**src/hdl/fltm_pkg.sv**
```systemverilog
// shared constants and types for the four-level page table map unit
`default_nettype none
package fltm_pkg;

   localparam int TABLE_FRAMES      = 16;
   localparam int ENTRIES_PER_TABLE = 512;
   localparam int FRAME_BITS        = $clog2(TABLE_FRAMES);
   localparam int INDEX_BITS        = $clog2(ENTRIES_PER_TABLE);
   localparam int ADDR_BITS         = FRAME_BITS + INDEX_BITS;
   localparam int NF_BITS           = $clog2(TABLE_FRAMES + 1);
   localparam int PAGE_SHIFT        = 12;
   localparam int VA_BITS           = 48;
   localparam int PA_BITS           = 52;
   localparam int FLAG_BITS         = 12;
   localparam int BASE_BITS         = 40;
   localparam int ENTRY_BITS        = 52;
   localparam int COUNT_BITS        = 5;
   localparam int LEVEL_BITS        = 2;

   localparam logic STATUS_MAPPED    = 1'b0;
   localparam logic STATUS_NO_FRAMES = 1'b1;

   typedef logic [ADDR_BITS-1:0]  addr_type;
   typedef logic [ENTRY_BITS-1:0] entry_type;

   typedef struct packed {
      logic      we;
      addr_type  waddr;
      entry_type wdata;
      addr_type  raddr;
   } mem_req_type;

   typedef struct packed {
      logic                  valid;
      logic                  status;
      logic [PA_BITS-1:0]    leaf_entry;
      logic [COUNT_BITS-1:0] frames_in_use;
   } result_type;

endpackage
`default_nettype wire

```
**src/hdl/fltm_walker.sv**
```systemverilog
// table walk sequencer with one shared frame adder
`default_nettype none
module fltm_walker (
   input  wire                                   clock,
   input  wire                                   reset,
   input  wire  [fltm_pkg::BASE_BITS-1:0]        base_frame,
   input  wire                                   req_valid,
   output logic                                  req_ready,
   input  wire  [fltm_pkg::VA_BITS-1:0]          va_in,
   input  wire  [fltm_pkg::PA_BITS-1:0]          pa_in,
   input  wire  [fltm_pkg::FLAG_BITS-1:0]        flags_in,
   input  wire                                   out_free,
   output fltm_pkg::result_type                  result,
   output fltm_pkg::mem_req_type                 mem_req,
   input  fltm_pkg::entry_type                   rd_data
);

   localparam logic [2:0] S_CLEAR = 3'd0;
   localparam logic [2:0] S_IDLE  = 3'd1;
   localparam logic [2:0] S_READ  = 3'd2;
   localparam logic [2:0] S_EVAL  = 3'd3;
   localparam logic [2:0] S_WIPE  = 3'd4;
   localparam logic [2:0] S_LINK  = 3'd5;
   localparam logic [2:0] S_LEAF  = 3'd6;
   localparam logic [2:0] S_DONE  = 3'd7;

   logic [2:0]                           state_ff, state_in;
   logic [fltm_pkg::VA_BITS-1:0]         va_ff, va_in_r;
   logic [fltm_pkg::PA_BITS-1:0]         pa_ff, pa_in_r;
   logic [fltm_pkg::FLAG_BITS-1:0]       fl_ff, fl_in;
   logic [fltm_pkg::LEVEL_BITS-1:0]      level_ff, level_in;
   logic [fltm_pkg::FRAME_BITS-1:0]      cur_ff, cur_in;
   logic [fltm_pkg::NF_BITS-1:0]         next_free_ff, next_free_in;
   logic [fltm_pkg::INDEX_BITS-1:0]      wipe_cnt_ff, wipe_cnt_in;
   fltm_pkg::addr_type                   slot_ff, slot_in;
   fltm_pkg::entry_type                  link_ff, link_in;
   logic                                 status_ff, status_in;
   logic [fltm_pkg::PA_BITS-1:0]         leaf_ff, leaf_in;

   logic [fltm_pkg::INDEX_BITS-1:0]      idx;
   logic                                 present;
   logic                                 pool_full;
   logic [fltm_pkg::BASE_BITS-1:0]       add_a, add_b, sum;
   logic                                 add_cin;
   fltm_pkg::entry_type                  leaf_val;

   // index field for the current level
   always_comb begin
      unique case (level_ff)
         2'd3:    idx = va_ff[fltm_pkg::PAGE_SHIFT + 3*fltm_pkg::INDEX_BITS +: fltm_pkg::INDEX_BITS];
         2'd2:    idx = va_ff[fltm_pkg::PAGE_SHIFT + 2*fltm_pkg::INDEX_BITS +: fltm_pkg::INDEX_BITS];
         2'd1:    idx = va_ff[fltm_pkg::PAGE_SHIFT + fltm_pkg::INDEX_BITS +: fltm_pkg::INDEX_BITS];
         default: idx = va_ff[fltm_pkg::PAGE_SHIFT +: fltm_pkg::INDEX_BITS];
      endcase
   end

   assign present   = rd_data[0];
   assign pool_full = next_free_ff >= fltm_pkg::NF_BITS'(fltm_pkg::TABLE_FRAMES);

   // shared adder: entry frame minus base, or base plus new frame
   assign add_a   = present ? rd_data[fltm_pkg::ENTRY_BITS-1:fltm_pkg::PAGE_SHIFT] : base_frame;
   assign add_b   = present ? ~base_frame
                            : fltm_pkg::BASE_BITS'(next_free_ff);
   assign add_cin = present;
   assign sum     = add_a + add_b + fltm_pkg::BASE_BITS'(add_cin);

   assign leaf_val = pa_ff | fltm_pkg::ENTRY_BITS'(fl_ff) | fltm_pkg::ENTRY_BITS'(1);

   always_comb begin
      state_in     = state_ff;
      va_in_r      = va_ff;
      pa_in_r      = pa_ff;
      fl_in        = fl_ff;
      level_in     = level_ff;
      cur_in       = cur_ff;
      next_free_in = next_free_ff;
      wipe_cnt_in  = wipe_cnt_ff;
      slot_in      = slot_ff;
      link_in      = link_ff;
      status_in    = status_ff;
      leaf_in      = leaf_ff;
      mem_req      = '0;
      mem_req.raddr = {cur_ff, idx};
      req_ready    = 1'b0;

      unique case (state_ff)
         S_CLEAR, S_WIPE: begin
            mem_req.we    = 1'b1;
            mem_req.waddr = {cur_ff, wipe_cnt_ff};
            mem_req.wdata = '0;
            wipe_cnt_in   = wipe_cnt_ff + 1'b1;
            if (&wipe_cnt_ff) begin
               state_in = (state_ff == S_CLEAR) ? S_IDLE : S_LINK;
            end
         end
         S_IDLE: begin
            req_ready = 1'b1;
            if (req_valid) begin
               va_in_r  = va_in;
               pa_in_r  = pa_in;
               fl_in    = flags_in;
               level_in = 2'd3;
               cur_in   = '0;
               state_in = S_READ;
            end
         end
         S_READ: begin
            slot_in  = {cur_ff, idx};
            state_in = S_EVAL;
         end
         S_EVAL: begin
            if (present) begin
               cur_in   = sum[fltm_pkg::FRAME_BITS-1:0];
               level_in = level_ff - 1'b1;
               state_in = (level_ff == 2'd1) ? S_LEAF : S_READ;
            end else if (pool_full) begin
               status_in = fltm_pkg::STATUS_NO_FRAMES;
               leaf_in   = '0;
               state_in  = S_DONE;
            end else begin
               cur_in       = next_free_ff[fltm_pkg::FRAME_BITS-1:0];
               next_free_in = next_free_ff + 1'b1;
               link_in      = {sum, {fltm_pkg::PAGE_SHIFT{1'b0}}}
                              | fltm_pkg::ENTRY_BITS'(fl_ff) | fltm_pkg::ENTRY_BITS'(1);
               wipe_cnt_in  = '0;
               state_in     = S_WIPE;
            end
         end
         S_LINK: begin
            mem_req.we    = 1'b1;
            mem_req.waddr = slot_ff;
            mem_req.wdata = link_ff;
            level_in      = level_ff - 1'b1;
            state_in      = (level_ff == 2'd1) ? S_LEAF : S_READ;
         end
         S_LEAF: begin
            mem_req.we    = 1'b1;
            mem_req.waddr = {cur_ff, idx};
            mem_req.wdata = leaf_val;
            status_in     = fltm_pkg::STATUS_MAPPED;
            leaf_in       = leaf_val;
            state_in      = S_DONE;
         end
         S_DONE: begin
            if (out_free) begin
               state_in = S_IDLE;
            end
         end
         default: begin
            state_in = S_IDLE;
         end
      endcase
   end

   always_ff @(posedge clock) begin
      if (reset) begin
         state_ff     <= S_CLEAR;
         cur_ff       <= '0;
         wipe_cnt_ff  <= '0;
         next_free_ff <= fltm_pkg::NF_BITS'(1);
         level_ff     <= '0;
      end else begin
         state_ff     <= state_in;
         cur_ff       <= cur_in;
         wipe_cnt_ff  <= wipe_cnt_in;
         next_free_ff <= next_free_in;
         level_ff     <= level_in;
      end
   end

   always_ff @(posedge clock) begin
      va_ff     <= va_in_r;
      pa_ff     <= pa_in_r;
      fl_ff     <= fl_in;
      slot_ff   <= slot_in;
      link_ff   <= link_in;
      status_ff <= status_in;
      leaf_ff   <= leaf_in;
   end

   assign result.valid         = (state_ff == S_DONE);
   assign result.status        = status_ff;
   assign result.leaf_entry    = leaf_ff;
   assign result.frames_in_use = fltm_pkg::COUNT_BITS'(next_free_ff);

   a_pool_bound: assert property (@(posedge clock) disable iff (reset)
      next_free_ff <= fltm_pkg::NF_BITS'(fltm_pkg::TABLE_FRAMES))
      else $error("frame pool count out of range");

   a_no_write_idle: assert property (@(posedge clock) disable iff (reset)
      (state_ff == S_IDLE || state_ff == S_DONE) |-> !mem_req.we)
      else $error("table write outside a walk");

   a_full_ends: assert property (@(posedge clock) disable iff (reset)
      (state_ff == S_EVAL && !present && pool_full) |=>
      (state_ff == S_DONE && status_ff == fltm_pkg::STATUS_NO_FRAMES && leaf_ff == '0))
      else $error("pool exhaustion not reported");

   a_alloc_step: assert property (@(posedge clock) disable iff (reset)
      (!$past(reset) && !$stable(next_free_ff)) |->
      ($past(state_ff) == S_EVAL && next_free_ff == $past(next_free_ff) + 1'b1))
      else $error("frame counter moved outside allocation");

endmodule
`default_nettype wire

```
**config.mk**
```make
export PLATFORM = sky130hd
export DESIGN_NAME = fltm_walker
export DESIGN_NICKNAME = d
export VERILOG_FILES = /design/src/hdl/fltm_pkg.sv /design/src/hdl/fltm_walker.sv
export SDC_FILE = /design/constraint.sdc
export NUM_CORES = 1
export LEC_CHECK = 0
export BUFFER_PORTS_ARGS = -buffer_cell sky130_fd_sc_hd__buf_4
export CAP_MARGIN = 20
export CORE_AREA = 2 2 176 178
export DETAILED_ROUTE_END_ITERATION = 6
export DIE_AREA = 0 0 178 180
export GPL_ROUTABILITY_DRIVEN = 0
export PLACE_DENSITY = 0.7
export SLEW_MARGIN = 15
export SYNTH_ARGS = -nofsm -noshare
export SYNTH_HDL_FRONTEND = slang
export SYNTH_SLANG_ARGS = --single-unit
```
**constraint.sdc**
```tcl
create_clock -name clock -period 10.7 [get_ports clock]
set_input_delay 1.07 -clock clock [delete_from_list [all_inputs] [get_ports clock]]
set_output_delay 1.07 -clock clock [all_outputs]
set_load 0.005 [all_outputs]
```
==> summary.md <==
| Metric | Value |
|---|---|
| WP data arrival | 3.76 ns |
| Initial Utilization | 39.2% |
| Synth cell types | 69 |
| Max Fanout on Critical Path | 28 |
| CTS HTree Levels | 1 |
| Core box area | 0.0302 mm² |
| Share of post-route cells with drive strength above 1 | 34.0% |
| Final period util | 45.2% |
| Chip height | 180 µm |
| CTS buffer count | 26 |
| TritonCTS clock tree | built |
| Number of global-route vias before repair | 8768 |
| Setup Buffers After CTS | 0 |
| Clock Sinks | 238 |
| Register area share after synthesis | 58.4% |
| Most frequent cells in the layout | buf_4 (329), edfxtp_1 (215), nor2_1 (103) |
| Fillcell total | 2659 |
| Yosys warning count | 0 |
| DRT Pass-1 Iters | 5 |
| PwrDens | 138 mW/mm² |
| Vias per inst | 5.14 |
| Worst VDD drop | 0.110 mV |
| Placed Cells | 1642 |
| Syn nets | 1220 |
| Final #Nets | 1531 |
| Max-cap violations | 0 |
| Post-CTS Resized | 0 |
| Worst-skew pair later-pin latency | 0.51 ns |
| Clock Skew | 0.0124 ns |
| Core Rows | 64 |
| Syn Area/Cell | 12.3 µm² |
| CP startpoint | state_ff[0]$_SDFFE_PP0P_ |
| Power Total | 0.00214 W |
| RSZ-0062 raised after global routing | false |
| Initial antenna violation count | 1 |
| Die ar. | 0.0320 mm² |
| I/O pin cnt | 347 |
| CP endpoint kind | primary output |
| Total number of vias | 8689 |
| Wire per inst | 18.9 µm |
| Minimum clock period | 4.83 ns |
| Dominant synthesized flop cell | edfxtp_1 |
| Worst hold start | fl_ff[5]$_DFFE_PP_ |
| Fmax | 0.207 GHz |
| First-pass GRT wire length | 48.4 mm |
| DR iter-0 viols | 468 |
| Synthesized flop and latch total | 238 |
| Final setup viols | 0 |
| CP startpoint kind | flop |
| Data required, critical path | 9.63 ns |
| Clock tree buffer depth | 3 |
| Layout area overhead | 30.6% |
| Most common cell after layout, fill and taps aside | buf_4 |
| Root Buffer | clkbuf_16 |
| Number of enable flip-flop cells after synthesis | 215 |
| Status | completed |
| R2r setup slk | 7.23 ns |
| Min-delay worst type | flop to flop |
| Post-synthesis cell area | 0.0118 mm² |
| Cells after synthesis | 963 |
| Number of port buffers | 321 |
| GRT Resource Usage Total | 19.4% |
| Final WL | 31.9 mm |
| Residual DRC | 0 |
| Grt ovf | 0 |
| Slew margin rel. | 41.1% |
| Hold Buf Count CTS | 0 |
| Reg-to-Reg Start | next_free_ff[0]$_SDFFE_PP1P_ |
| Final non-filler cell total | 1690 |
| CP Class | flop to primary output |
| Post-DP HPWL | 23.4 mm |
| Final hold vios | 0 |
| Largest net degree at the start of global routing | 61 |
| Slew @ Worst Pin | 0.883 ns |
| Post-synth ARST share | 0% |
| Max-slew violations | 0 |
| Setup TNS Final | 0 ns |
| Multi-input logic area | 0.00461 mm² |
| Register Area | 0.00692 mm² |
| Die W | 178 µm |
| Antenna-violating nets left | 0 |
| Clock transition at the registers of the reported paths | 0.06 ns |
| P_leak | 6.66 nW |
[cells in the mapped netlist, types with 18 or more instances]
master	n	area share, %
a21o_1	74	4.7
a21oi_1	60	2.5
a222oi_1	18	1.5
and2_1	45	2.4
clkbuf_1	34	1.1
dfxtp_1	23	3.9
edfxtp_1	215	55
ha_1	47	5.0
inv_1	36	1.1
mux2_2	39	3.7
nand2_1	33	1.0
nor2_1	104	3.3
nor3_1	19	0.80
xnor2_1	26	1.9
xor2_1	20	1.5
[flip-flops by register name (all words and copies together), names as in the netlist]
| signal | flops |
|---|---|
| cur_ff | 4 |
| fl_ff | 11 |
| leaf_ff | 52 |
| level_ff | 2 |
| link_ff | 51 |
| next_free_ff | 5 |
| pa_ff | 51 |
| slot_ff | 13 |
| state_ff | 3 |
| status_ff | 1 |
| va_ff | 36 |
| wipe_cnt_ff | 9 |
[final cells by class]
class,count,share of cell area [%]
sequential,238,44.7
multi-input combinational,642,29.8
timing repair buffer,329,16.0
clock buffer,28,4.39
tap,396,3.20
clock inverter,19,0.963
inverter,37,0.898
antenna,1,0.0162
[worst paths after layout]
path / to / depth (start not counted)
worst max-delay path: mem_req[47] / 7
worst min-delay path: link_ff[5]$_DFFE_PP_ / 0
worst max register to register: link_ff[50]$_DFFE_PP_ / 14
worst min register to register: link_ff[5]$_DFFE_PP_ / 0
[worst max-delay path, stage by stage, from the launching register on]
cell and delay [ns]:
dfxtp_1 0.55, inv_1 0.27, nand3_1 0.56, clkinv_1 0.84
buf_4 0.50, and2_1 0.21, a21o_1 0.17, buf_4 0.13
[metrics by stage]
step	util, %	instance area (µm²)	hold WS, ns	setup slack (ns)
2_1_floorplan	-	11800	0.427	6.25
3_3_place_gp	48.5	14600	0.429	5.73
3_5_place_dp	48.5	14600	0.440	5.61
4_1_cts	51.2	15500	0.455	5.78
5_1_grt	51.2	15500	0.459	5.50
6_report	51.2	15500	0.453	5.87
[report_power, final]
part,internal (W),switching (W),total [W],leakage [nW]
logic,0.000128,0.000134,0.000262,4.24
clock network,0.000487,0.000369,0.000857,0.390
registers,0.00102,0.00000136,0.00102,2.03
total,0.00163,0.000504,0.00214,6.66
[logic make-up (layout without fill, tap and decap cells)]
family                     Yosys count  in the layout  share of synthesized area (%)
and+or+nand+nor                    258            258                           10.6
DFF                                238            238                           58.4
AOI/OAI and AO/OA                  237            237                           14.7
buffers and inverters               83            413                           2.73
muxes                               52             52                           4.81
adders and majority gates           49             49                           5.31
xor gates and xnor gates            46             46                           3.40
other                                0              1                              0
[per-layer routing]
layer / vias to the layer above / track usage [%] / wire, µm
met5: - / 0 / 0
met3: 53 / 2.69 / 1930
met2: 295 / 32.3 / 15300
met1: 4128 / 25.8 / 13700
met4: 0 / 6.66 / 962
li1: 4213 / - / -
No activity file was read; power rests on OpenSTA's default activity.
